File: config.mk
export PLATFORM = sky130hd
export DESIGN_NAME = pli_div
export DESIGN_NICKNAME = d
export VERILOG_FILES = /design/src/sv/pli_pkg.sv /design/src/sv/pli_div.sv
export SDC_FILE = /design/constraint.sdc
export NUM_CORES = 1
export LEC_CHECK = 0
export ABC_AREA = 1
export CAP_MARGIN = 0
export CELL_PAD_IN_SITES_DETAIL_PLACEMENT = 0
export CELL_PAD_IN_SITES_GLOBAL_PLACEMENT = 1
export CORE_UTILIZATION = 40
export CTS_BUF_LIST = sky130_fd_sc_hd__clkbuf_16
export DETAILED_ROUTE_END_ITERATION = 7
export DONT_BUFFER_PORTS = 1
export PLACE_DENSITY = 0.82
export SYNTH_ARGS = -nofsm -noshare
export SYNTH_HDL_FRONTEND = slang
export SYNTH_SLANG_ARGS = --single-unit
File: constraint.sdc
create_clock -name clk -period 11.05 [get_ports clk]
set_input_delay 2.21 -clock clk [delete_from_list [all_inputs] [get_ports clk]]
set_output_delay 2.21 -clock clk [all_outputs]
set_load 0.01 [all_outputs]
File: src/sv/pli_pkg.sv
// Shared constants and types for the piecewise linear interpolator.
`default_nettype none
package pli_pkg;

  localparam int MAX_POINTS = 1024;
  localparam int ADDR_W     = $clog2(MAX_POINTS);
  localparam int CNT_W      = $clog2(MAX_POINTS + 1);
  localparam int DATA_W     = 32;
  localparam int IDX_W      = 10;
  localparam int KNOT_W     = 2 * DATA_W;
  localparam int PROD_W     = 2 * DATA_W;
  localparam int QSAT_W     = DATA_W + 2;

  // Largest quotient magnitude kept before the final add.
  localparam logic [QSAT_W-1:0] QUO_LIMIT = {2'b10, {DATA_W{1'b0}}};

  localparam logic signed [DATA_W-1:0] VAL_MAX = {1'b0, {(DATA_W-1){1'b1}}};
  localparam logic signed [DATA_W-1:0] VAL_MIN = {1'b1, {(DATA_W-1){1'b0}}};

  typedef enum logic {
    OP_LOAD  = 1'b0,
    OP_QUERY = 1'b1
  } op_t;

endpackage
`default_nettype wire

File: src/sv/pli_div.sv
// Iterative unsigned 64 by 32 divider, two quotient bits per cycle.
`default_nettype none
module pli_div
  import pli_pkg::*;
(
  input  wire logic              clk,
  input  wire logic              rst_n,
  input  wire logic              start,
  input  wire logic [PROD_W-1:0] dividend,
  input  wire logic [DATA_W-1:0] divisor,
  output logic                   done,
  output logic      [PROD_W-1:0] quotient
);

  localparam int STEPS = PROD_W / 2;
  localparam int STEP_W = $clog2(STEPS);

  typedef struct packed {
    logic [DATA_W-1:0] rem;
    logic [PROD_W-1:0] quo;
  } div_acc_t;

  logic              busy_r, busy_nxt;
  logic              done_r, done_nxt;
  logic [STEP_W-1:0] step_r, step_nxt;
  logic [DATA_W-1:0] dsr_r, dsr_nxt;
  div_acc_t          acc_r, acc_nxt;
  div_acc_t          acc_mid, acc_end;

  // One restoring step: shift in the next dividend bit, subtract if it fits.
  function automatic div_acc_t div_step(div_acc_t a, logic [DATA_W-1:0] d);
    logic [DATA_W:0] t;
    div_acc_t        r;
    t = {a.rem, a.quo[PROD_W-1]};
    if (t >= {1'b0, d}) begin
      t = t - {1'b0, d};
      r.quo = {a.quo[PROD_W-2:0], 1'b1};
    end else begin
      r.quo = {a.quo[PROD_W-2:0], 1'b0};
    end
    r.rem = t[DATA_W-1:0];
    return r;
  endfunction

  assign acc_mid  = div_step(acc_r, dsr_r);
  assign acc_end  = div_step(acc_mid, dsr_r);
  assign done     = done_r;
  assign quotient = acc_r.quo;

  always_comb begin
    busy_nxt = busy_r;
    done_nxt = 1'b0;
    step_nxt = step_r;
    dsr_nxt  = dsr_r;
    acc_nxt  = acc_r;
    if (start) begin
      busy_nxt    = 1'b1;
      step_nxt    = '0;
      dsr_nxt     = divisor;
      acc_nxt.rem = '0;
      acc_nxt.quo = dividend;
    end else if (busy_r) begin
      acc_nxt  = acc_end;
      step_nxt = step_r + 1'b1;
      if (step_r == STEP_W'(STEPS - 1)) begin
        busy_nxt = 1'b0;
        done_nxt = 1'b1;
      end
    end
  end

  always_ff @(posedge clk) begin
    if (!rst_n) begin
      busy_r <= 1'b0;
      done_r <= 1'b0;
      step_r <= '0;
    end else begin
      busy_r <= busy_nxt;
      done_r <= done_nxt;
      step_r <= step_nxt;
    end
    dsr_r <= dsr_nxt;
    acc_r <= acc_nxt;
  end

endmodule
`default_nettype wire

==> impl_metrics.sql, run 1 <==
INSERT INTO impl_metrics (metric_group, metric, value, unit) VALUES
('floorplanning', 'dieArea', '27860', 'um^2'),
('clock_tree', 'cts_buffer_depth', '2', ''),
('critical_path', 'cpMostUsedCell', 'nand2_1', ''),
('route', 'dr.first_iter.drc_count', '544', ''),
('power_and_ir_drop', 'static_leakage', '0.006026', 'uW'),
('logic_synthesis', 'postSynthAreaPerCell', '6.824', 'um^2'),
('critical_path', 'crit-reg2reg-launch', 'dsr_r[31]', ''),
('grt', 'global_route.overflow_total', '0', ''),
('finish', 'drive_above_1_share', '0.04513', ''),
('critical_path', 'worstReg2RegEnd', 'acc_r[92]', ''),
('critical_path', 'critical_path_depth', '26', ''),
('critical_path', 'timing_worst_setup_path_type', 'reg2reg', ''),
('critical_path', 'critical_path_peak_fanout', '54', ''),
('power_and_ir_drop', 'intPower', '980.5', 'uW'),
('sta', 'hold_viol', '0', ''),
('critical_path', 'critPathMaxStageDelay', '0.53', 'ns'),
('clock_tree', 'cts_setup_buffers', '0', ''),
('floorplanning', 'fp.dieH', '166.9', 'um'),
('logic_synthesis', 'synth_edf_count', '96', ''),
('logic_synthesis', 'xor_xnor_fraction_of_synth_area', '0.03301', ''),
('worst_hold_path', 'hold_start', 'step_r[4]', ''),
('route', 'drc_errors', '0', ''),
('sta', 'final_critical_path_share_of_the_clock_period', '0.4997', ''),
('clock_tree', 'tritoncts.num_buffers', '17', ''),
('sta', 'min_period', '5.522', 'ns'),
('power_and_ir_drop', 'power.share.combinational', '0.127', ''),
('status', 'result_of_the_run', 'complete, no violations', ''),
('grt', 'grt_use_total', '0.2308', ''),
('sta', 'unrepaired_setup_endpoints_after_global_routing', 'no', ''),
('clock_tree', 'insertion_delay', '0.43', 'ns'),
('logic_synthesis', 'postSynthNetCount', '1761', ''),
('power_and_ir_drop', 'power.density_cell_area', '123.2', 'nW/um^2'),
('run', 'cap_violations', '0', ''),
('power_and_ir_drop', 'p_seq_frac', '0.449', ''),
('sta', 'max_freq', '0.1811', 'GHz'),
('clock_tree', 'cts-resized-gates', '0', ''),
('clock_tree', 'cts_hold_buffers', '0', ''),
('logic_synthesis', 'synth.top_cells.by_area', 'edfxtp_1 (27%), nand2_1 (21%), inv_1 (7.9%)', ''),
('logic_synthesis', 'synth-compound-area-share', '0.07396', ''),
('clock_tree', 'clockRootBuffer', 'clkbuf_16', ''),
('route', 'avgViaCountPerCell', '5.073', ''),
('grt', 'grt_first_pass_wirelength', '50000', 'um'),
('finish', 'fill_cells', '2752', ''),
('logic_synthesis', 'async_flop_share', '0', ''),
('logic_synthesis', 'synthAdderAreaFrac', '0.07960', ''),
('grt', 'grt_antenna_before_repair', '0', ''),
('critical_path', 'worstPathRequired', '11.41', 'ns'),
('logic_synthesis', 'synthSimpleGateAreaFrac', '0.3325', ''),
('logic_synthesis', 'yosys.cell_types.count', '43', ''),
('floorplanning', 'floorplan.core_area', '26350', 'um^2'),
('power_and_ir_drop', 'max-vdd-ir-drop', '0.00009690', 'V'),
('placed_design', 'dp.cells', '1832', ''),
('finish', 'areaGrowthSynthToFinish', '3.428', '%'),
('placed_design', 'dpl.hpwl', '24970', 'um'),
('sta', 'worst_rel_slew_slack', '0.4448', ''),
('clock_tree', 'h_tree_levels', '4', ''),
('floorplanning', 'fp-row-count', '59', ''),
('sta', 'report.final.slew_viol_count', '0', ''),
('sta', 'finalClockSkew', '0.01712', 'ns'),
('clock_tree', 'cts_tree', 'done', ''),
('route', 'drt_pass1_iterations', '4', ''),
('finish', 'final_cell_count_no_fill', '1864', ''),
('critical_path', 'slowest_stage_cell_cp', 'nand2_2', ''),
('power_and_ir_drop', 'p_sw_frac', '0.2926', ''),
('critical_path', 'critPathArrivalTime', '5.89', 'ns'),
('grt', 'number_of_global_route_vias_before_repair', '9346', ''),
('logic_synthesis', 'synth_area', '10880', 'um^2'),
('logic_synthesis', 'yosys.area.top_type_share', '0.2650', ''),
('logic_synthesis', 'yosys_most_used_dff', 'edfxtp_1', ''),
('logic_synthesis', 'post-synth-top-count-cell', 'nand2_1', ''),
('logic_synthesis', 'post_syn_instances', '1594', '');
worst max-delay path by stage:
stage | start | end | slack (ns)
final | dsr_r[31] | acc_r[92] | 5.53
after global routing | dsr_r[31] | acc_r[93] | 4.94
after CTS | dsr_r[31] | acc_r[88] | 5.53
after detailed placement | dsr_r[31] | acc_r[88] | 5.56
after global placement | dsr_r[31] | acc_r[71] | 5.56
after floorplan | start | quotient[0] | 6.87
routing by layer:
layer / track usage / vias to the layer above / wire [um]
met1: 0.2975 / 4265 / 14270
met5: 0 / - / 0
met4: 0.06844 / 0 / 645
li1: - / 4827 / -
met2: 0.3764 / 325 / 14320
met3: 0.06179 / 40 / 2281
layout make-up:
class                           instances  area (um^2)  share of cell area
Clock buffer                           19        475.5             0.04226
Clock inverter                         13        121.4             0.01079
Inverter                              237        889.6             0.07907
Multi-Input combinational cell       1121         5652              0.5023
Sequential cell                       135         3664              0.3256
Tap cell                              335        419.2             0.03726
Timing Repair Buffer                    4        30.03            0.002669
cell families after synthesis:
family / Yosys count
XOR/XNOR: 41
AO/OA/AOI/OAI: 145
flip-flops: 135
AND/OR/NAND/NOR: 867
buffers and inverters: 338
adder cells (fa/ha/maj): 68
metrics by stage:
stage                     instance area, um^2    util  power (uW)  setup WS (ns)
after CTS                               11250  0.4269        1401          5.529
after global routing                    11250  0.4269        1445          4.941
final                                   11250  0.4269        1386          5.528
after detailed placement                10650  0.4043       809.2          5.561
after global placement                  10650  0.4043       809.9          5.559
after floorplan                         10880       -       786.9          6.870
worst reg2reg max path, cell delays in order, from the launching register on:
cell	delay (ns)
edfxtp_1	0.32
inv_1	0.10
ha_1	0.35
inv_1	0.07
nor2_1	0.29
nand3_1	0.12
nor2_1	0.23
nand3_1	0.14
nand2_1	0.10
inv_2	0.06
nand2_4	0.45
nand2_1	0.17
o21ai_1	0.18
inv_1	0.08
ha_1	0.33
a21oi_1	0.24
a21boi_0	0.21
nand2_1	0.15
nand2_1	0.10
nand2_1	0.14
nand2_1	0.11
nand2_1	0.09
nand2_2	0.54
nand4_4	0.55
nand2_1	0.21
nand3_1	0.10
nand2_1	0.07
placed cells by master (no fill, tap or decap), drive strengths merged, types with 3 or more instances in the layout:
cell type / n
clkinv: 5
nand3: 116
o21bai: 11
clkbuf: 19
a21oi: 64
nand4: 17
a21boi: 8
xor2: 16
nand3b: 6
o21a: 4
o21ai: 51
ha: 66
inv: 243
dfxtp: 39
buf: 4
nand2: 626
a31oi: 3
nor2: 83
xnor2: 25
nor3: 16
edfxtp: 96
power by group through the flow:
stage / clock network [uW] / logic [uW] / registers (uW)
2_1_floorplan: 0 / 179 / 608
3_3_place_gp: 0 / 176 / 634
3_5_place_dp: 0 / 176 / 633
4_1_cts: 601 / 176 / 624
5_1_grt: 618 / 199 / 628
6_report: 587 / 176 / 623
flip-flops by register name (all words and copies together) (netlist names):
register  flops
quotient     64
acc_r        32
dsr_r        32
step_r        5
busy_r        1
done          1
No activity file was read; power rests on OpenSTA's default activity.
==> run 2: changes to the inputs <==
==> constraint.sdc (replaced) <==
create_clock -name clk -period 5.3 [get_ports clk]
set_input_delay 1.06 -clock clk [delete_from_list [all_inputs] [get_ports clk]]
set_output_delay 1.06 -clock clk [all_outputs]
set_load 0.01 [all_outputs]
==> impl_metrics.sql, run 2 (synthesis gave the netlist of run 1 again) <==
INSERT INTO impl_metrics (metric_group, metric, value, unit) VALUES
('floorplanning', 'fp.dieH', '166.9', 'um'),
('sta', 'final_critical_path_share_of_the_clock_period', '0.9299', ''),
('grt', 'number_of_global_route_vias_before_repair', '9244', ''),
('finish', 'largest_register_ffs', '64', ''),
('route', 'drc_errors', '0', ''),
('clock_tree', 'h_tree_levels', '4', ''),
('finish', 'most_common_cell_after_layout_fill_and_taps_aside', 'nand2_1', ''),
('grt', 'pin_count_of_the_biggest_net_entering_global_routing', '101', ''),
('floorplanning', 'initial_core_util', '0.4128', ''),
('placed_design', 'place_ws', '0.4109', 'ns'),
('sta', 'finalSetupViolCount', '0', ''),
('clock_tree', 'cts_hold_buffers', '0', ''),
('power_and_ir_drop', 'max-vdd-ir-drop', '0.0002505', 'V'),
('critical_path', 'rrSetupSlack', '0.37', 'ns'),
('placed_design', 'dpl.hpwl', '24880', 'um'),
('finish', 'mostFrequentLayoutCells', 'nand2_1 (614), inv_1 (227), nand3_1 (114)', ''),
('route', 'finalWirelength', '31230', 'um'),
('floorplanning', 'dieArea', '27860', 'um^2'),
('clock_tree', 'clock-sinks', '135', ''),
('sta', 'min_period', '4.928', 'ns'),
('placed_design', 'io_buffer_count', '0', ''),
('route', 'drt_pass1_iterations', '7', ''),
('clock_tree', 'cts_tree', 'done', ''),
('sta', 'worst_rel_slew_slack', '0.5736', ''),
('route', 'routed_wire_length_per_instance', '16.71', 'um'),
('route', 'num_vias', '9481', ''),
('status', 'result_of_the_run', 'complete, no violations', ''),
('sta', 'finalClockSkew', '0.01510', 'ns'),
('run', 'cap_violations', '0', ''),
('finish', 'fill_cells', '2763', ''),
('worst_hold_path', 'hold_path.class', 'reg2reg', ''),
('sta', 'fin_tns_setup', '0', 'ns'),
('finish', 'fin_nets', '1688', ''),
('floorplanning', 'design.portCount', '164', ''),
('grt', 'global_route.overflow_total', '0', ''),
('route', 'dr.first_iter.drc_count', '617', ''),
('critical_path', 'critPathArrivalTime', '5.30', 'ns'),
('sta', 'unrepaired_setup_endpoints_after_global_routing', 'no', ''),
('clock_tree', 'clkSlewWorstSetupHoldPaths', '0.07', 'ns'),
('clock_tree', 'cts-resized-gates', '0', ''),
('grt', 'grt_first_pass_wirelength', '48890', 'um'),
('sta', 'report.final.slew_viol_count', '0', ''),
('sta', 'max_freq', '0.2029', 'GHz'),
('clock_tree', 'insertion_delay', '0.43', 'ns'),
('finish', 'areaGrowthSynthToFinish', '3.462', '%'),
('sta', 'hold_viol', '0', ''),
('clock_tree', 'tritoncts.num_buffers', '17', ''),
('finish', 'antenna_cells_inserted', '0', ''),
('critical_path', 'timing_worst_setup_path_type', 'reg2reg', ''),
('clock_tree', 'clockRootBuffer', 'clkbuf_16', ''),
('clock_tree', 'cts_setup_buffers', '0', ''),
('power_and_ir_drop', 'static_leakage', '0.006014', 'uW'),
('route', 'avgViaCountPerCell', '5.073', ''),
('sta', 'layout_setup_ws', '0.3717', 'ns'),
('floorplanning', 'dieWidth', '166.9', 'um'),
('critical_path', 'worstPathRequired', '5.67', 'ns'),
('clock_tree', 'cts_buffer_depth', '2', ''),
('sta', 'finalHoldWorstSlack', '0.4685', 'ns'),
('critical_path', 'critical_path_peak_fanout', '32', ''),
('grt', 'grt_use_total', '0.2260', ''),
('placed_design', 'place.gp.congestion', '1.001', ''),
('floorplanning', 'fp-row-count', '59', ''),
('route', 'postRouteAntennaNets', '0', ''),
('critical_path', 'cp-start-kind', 'flop', ''),
('critical_path', 'worst_setup_path_end_kind', 'flop', ''),
('sta', 'tightest_slew', '0.6330', 'ns'),
('power_and_ir_drop', 'power.density_cell_area', '251.7', 'nW/um^2'),
('floorplanning', 'floorplan.core_area', '26350', 'um^2'),
('finish', 'drive_above_1_share', '0.04954', ''),
('power_and_ir_drop', 'total_power', '2833', 'uW'),
('grt', 'grt_antenna_before_repair', '0', '');
[run 2: cell count changes in the layout (fill, tap and decap cells not counted), sizes merged]
cell	before	now
buf	4	9
bufinv	1	0
inv	243	244
clkinvlp	1	5
clkinv	5	3
clkbuf	19	17
[run 2: path summary, 6_finish.rpt]
| check | from | end | cells after the start |
|---|---|---|---|
| setup / recovery | dsr_r[31] | acc_r[94] | 27 |
| hold / removal | step_r[4] | step_r[4] | 2 |
| setup reg to reg | dsr_r[31] | acc_r[94] | 27 |
| hold reg to reg | step_r[4] | step_r[4] | 2 |
[run 2: final cells by class]
type	count	area [um^2]	share of cell area
inverter	237	889.6	0.07904
tap	335	419.2	0.03724
multi-input combinational	1121	5652	0.5022
clock inverter	15	137.6	0.01223
clock buffer	17	425.4	0.03780
timing repair buffer	9	67.56	0.006003
sequential	135	3664	0.3255
[run 2: worst max-delay path, cell delays in order (launching register included)]
cell and delay (ns):
edfxtp_1 0.33, inv_1 0.09, ha_1 0.34, inv_1 0.07, nor2_1 0.29, nand3_1 0.12, nor2_1 0.28, nand3_1 0.11
nand2_1 0.10, inv_2 0.06, nand2_4 0.31, buf_4 0.24, nand2_1 0.07, o21ai_1 0.14, inv_1 0.07, ha_1 0.33
a21oi_1 0.23, a21boi_0 0.21, nand2_1 0.16, nand2_1 0.09, nand2_1 0.13, nand2_1 0.09, nand2_1 0.09, nand2_2 0.11
nand4_4 0.41, nand2_1 0.22, nand3_1 0.10, nand2_1 0.07
[run 2: metrics by stage]
step                      instance area [um^2]  std cells  utilization
after floorplan                          10880       1594            -
after global placement                   10690       1837       0.4057
after detailed placement                 10690       1837       0.4057
after CTS                                11250       1869       0.4271
after global routing                     11250       1869       0.4271
final                                    11250       1869       0.4271
[run 2: power by group]
group | leakage, uW | total, uW | switching (uW) | internal, uW
logic | 0.00446 | 370 | 254 | 116
registers | 0.00129 | 1300 | 75.5 | 1220
clock network | 0.000264 | 1160 | 547 | 618
total | 0.00601 | 2830 | 877 | 1960
[run 2: routing by layer]
metal  GRT usage  routed length [um]  up-vias
met3     0.04444                1994       23
met4     0.06159                 501        0
met1      0.2982               14420     4329
met5           0                   0        -
met2      0.3747               14310      290
li1            -                   -     4839
==> run 3: changes to the inputs <==
--- a/config.mk
+++ b/config.mk
@@ -14,6 +14,7 @@
 export DETAILED_ROUTE_END_ITERATION = 7
 export DONT_BUFFER_PORTS = 1
 export PLACE_DENSITY = 0.82
+export RECOVER_POWER = 50
 export SYNTH_ARGS = -nofsm -noshare
 export SYNTH_HDL_FRONTEND = slang
 export SYNTH_SLANG_ARGS = --single-unit
==> constraint.sdc (replaced) <==
create_clock -name clk -period 6.17 [get_ports clk]
set_input_delay 1.234 -clock clk [delete_from_list [all_inputs] [get_ports clk]]
set_output_delay 1.234 -clock clk [all_outputs]
set_load 0.01 [all_outputs]
==> impl_metrics.sql, run 3 (synthesis gave the netlist of run 1 again) <==
INSERT INTO impl_metrics (metric_group, metric, value, unit) VALUES
('status', 'result_of_the_run', 'finished, violations left', ''),
('status', 'violations', 'max-capacitance violations, max-slew violations', ''),
('finish', 'areaGrowthSynthToFinish', '3.060', '%'),
('clock_tree', 'clkSlewWorstSetupHoldPaths', '0.07', 'ns'),
('power_and_ir_drop', 'static_leakage', '0.005990', 'uW'),
('floorplanning', 'dieArea', '27860', 'um^2'),
('sta', 'fin_tns_setup', '0', 'ns'),
('grt', 'pin_count_of_the_biggest_net_entering_global_routing', '101', ''),
('route', 'avgViaCountPerCell', '5.126', ''),
('worst_hold_path', 'hold_path.class', 'reg2reg', ''),
('floorplanning', 'dieWidth', '166.9', 'um'),
('critical_path', 'worstPathRequired', '6.49', 'ns'),
('floorplanning', 'fp.dieH', '166.9', 'um'),
('clock_tree', 'cts_buffer_depth', '2', ''),
('clock_tree', 'clock-sinks', '135', ''),
('clock_tree', 'insertion_delay', '0.44', 'ns'),
('finish', 'most_common_cell_after_layout_fill_and_taps_aside', 'nand2_1', ''),
('route', 'postRouteAntennaNets', '0', ''),
('critical_path', 'critical_path_peak_fanout', '54', ''),
('finish', 'largest_register_ffs', '64', ''),
('sta', 'final_critical_path_share_of_the_clock_period', '0.8085', ''),
('clock_tree', 'cts_tree', 'done', ''),
('route', 'num_vias', '9565', ''),
('floorplanning', 'design.portCount', '164', ''),
('clock_tree', 'h_tree_levels', '4', ''),
('finish', 'multiInputGateArea', '5649', 'um^2'),
('power_and_ir_drop', 'max-vdd-ir-drop', '0.0001444', 'V'),
('finish', 'mostFrequentLayoutCells', 'nand2_1 (614), inv_1 (227), nand3_1 (114)', ''),
('sta', 'unrepaired_setup_endpoints_after_global_routing', 'no', ''),
('grt', 'grt_util_met1', '0.3125', ''),
('floorplanning', 'floorplan.core_area', '26350', 'um^2'),
('placed_design', 'io_buffer_count', '0', ''),
('route', 'finalWirelength', '32090', 'um'),
('placed_design', 'place.gp.congestion', '0.9714', ''),
('placed_design', 'dpl.hpwl', '25330', 'um'),
('finish', 'ff_latch_area', '3664', 'um^2'),
('route', 'routed_wire_length_per_instance', '17.20', 'um'),
('sta', 'finalClockSkew', '0.02001', 'ns'),
('critical_path', 'r2r.worst_path.cells', '26', ''),
('critical_path', 'cp-start-kind', 'flop', ''),
('sta', 'report.final.slew_viol_count', '165', ''),
('placed_design', 'place_ws', '1.232', 'ns'),
('clock_tree', 'clockRootBuffer', 'clkbuf_16', ''),
('clock_tree', 'cts_setup_buffers', '0', ''),
('sta', 'worst_rel_slew_slack', '-1.266', ''),
('grt', 'grt.met3_usage', '0.05347', ''),
('sta', 'finalSetupViolCount', '0', ''),
('sta', 'layout_setup_ws', '1.182', 'ns'),
('sta', 'max_freq', '0.2005', 'GHz'),
('finish', 'drive_above_1_share', '0.04379', ''),
('finish', 'fin_nets', '1684', ''),
('route', 'drt_pass1_iterations', '5', ''),
('run', 'cap_violations', '3', ''),
('grt', 'groute.layer.met2.usage', '0.3715', ''),
('grt', 'global_route.peak_usage_layer', 'met2', ''),
('route', 'dr.first_iter.drc_count', '681', ''),
('sta', 'tightest_slew', '3.399', 'ns'),
('route', 'drc_errors', '0', ''),
('grt', 'number_of_global_route_vias_before_repair', '9386', ''),
('critical_path', 'timing_worst_setup_path_type', 'reg2reg', ''),
('grt', 'grt_antenna_before_repair', '1', ''),
('critical_path', 'critPathArrivalTime', '5.30', 'ns'),
('sta', 'hold_viol', '0', ''),
('clock_tree', 'tritoncts.num_buffers', '17', ''),
('critical_path', 'worst_setup_path_end_kind', 'flop', ''),
('clock_tree', 'cts_hold_buffers', '0', ''),
('clock_tree', 'cts-resized-gates', '0', ''),
('sta', 'min_period', '4.989', 'ns'),
('floorplanning', 'fp-row-count', '59', ''),
('finish', 'fill_cells', '2790', ''),
('floorplanning', 'initial_core_util', '0.4128', ''),
('power_and_ir_drop', 'total_power', '2435', 'uW'),
('grt', 'global_route.overflow_total', '0', ''),
('power_and_ir_drop', 'power.density_cell_area', '217.2', 'nW/um^2'),
('grt', 'grt_first_pass_wirelength', '50470', 'um'),
('worst_hold_path', 'cells_on_worst_hold_path', '2', ''),
('grt', 'grt_use_total', '0.2356', '');
[run 3: changes by cell type in the layout (fill, tap and decap cells not counted), sizes merged]
cell | before | now
buf | 9 | 2
diode | 0 | 1
clkinvlp | 5 | 2
clkinv | 3 | 6
clkbuf | 17 | 20
[run 3: path summary, 6_finish.rpt]
check,slack [ns],endpoint,startpoint
setup reg to reg,1.18,acc_r[70],dsr_r[8]
hold reg to reg,0.47,step_r[4],step_r[4]
setup / recovery,1.18,acc_r[70],dsr_r[8]
hold / removal,0.47,step_r[4],step_r[4]
[run 3: critical path, cell delays in order, from the launching register on]
cell and delay (ns):
edfxtp_1 0.36, inv_1 0.14, ha_1 0.30, nand2_1 0.13, inv_1 0.06, nand2_1 0.06
nand2_1 0.07, inv_1 0.06, nand3_1 0.15, nand2_1 0.15, nand3_2 0.10, nand2_4 0.10
nand2_4 0.32, inv_2 0.38, nand2_1 0.09, nand2_1 0.10, inv_1 0.05, ha_1 0.39
nand2_1 0.13, nor2_1 0.19, inv_1 0.08, nor3_1 0.39, a21oi_1 0.25, nand4_4 0.41
nand2_1 0.18, nand3_1 0.12, nand2_1 0.07
[run 3: power breakdown]
part	internal [uW]	total (uW)	switching, uW
combinational	98.1	314	216
clock	531	1000	472
sequential	1050	1120	65.3
total	1680	2430	753
[run 3: layer usage]
metal  vias up  share of wire
li1       4838              -
met1      4304           0.45
met2       371           0.44
met3        52          0.079
met4         0          0.029
met5         -              0
[run 3: area by class of cell]
class	count	share of cell area
diodes	1	0.0002232
clock buffers	17	0.03795
clock inverters	15	0.01205
inverters	237	0.07935
multi-input cells	1121	0.5039
flip-flops and latches	135	0.3268
well taps	335	0.03739
repair buffers	5	0.002344
[run 3: stage by stage]
| step | cell area, um^2 | hold WS [ns] | util | instances |
|---|---|---|---|---|
| finish | 11210 | 0.4700 | 0.4254 | 1866 |
| global route | 11210 | 0.4905 | 0.4254 | 1866 |
| detailed placement | 10660 | 0.4633 | 0.4045 | 1833 |
| global placement | 10660 | 0.4550 | 0.4045 | 1833 |
| CTS | 11220 | 0.4739 | 0.4258 | 1865 |
| floorplan | 10880 | 0.4428 | - | 1594 |
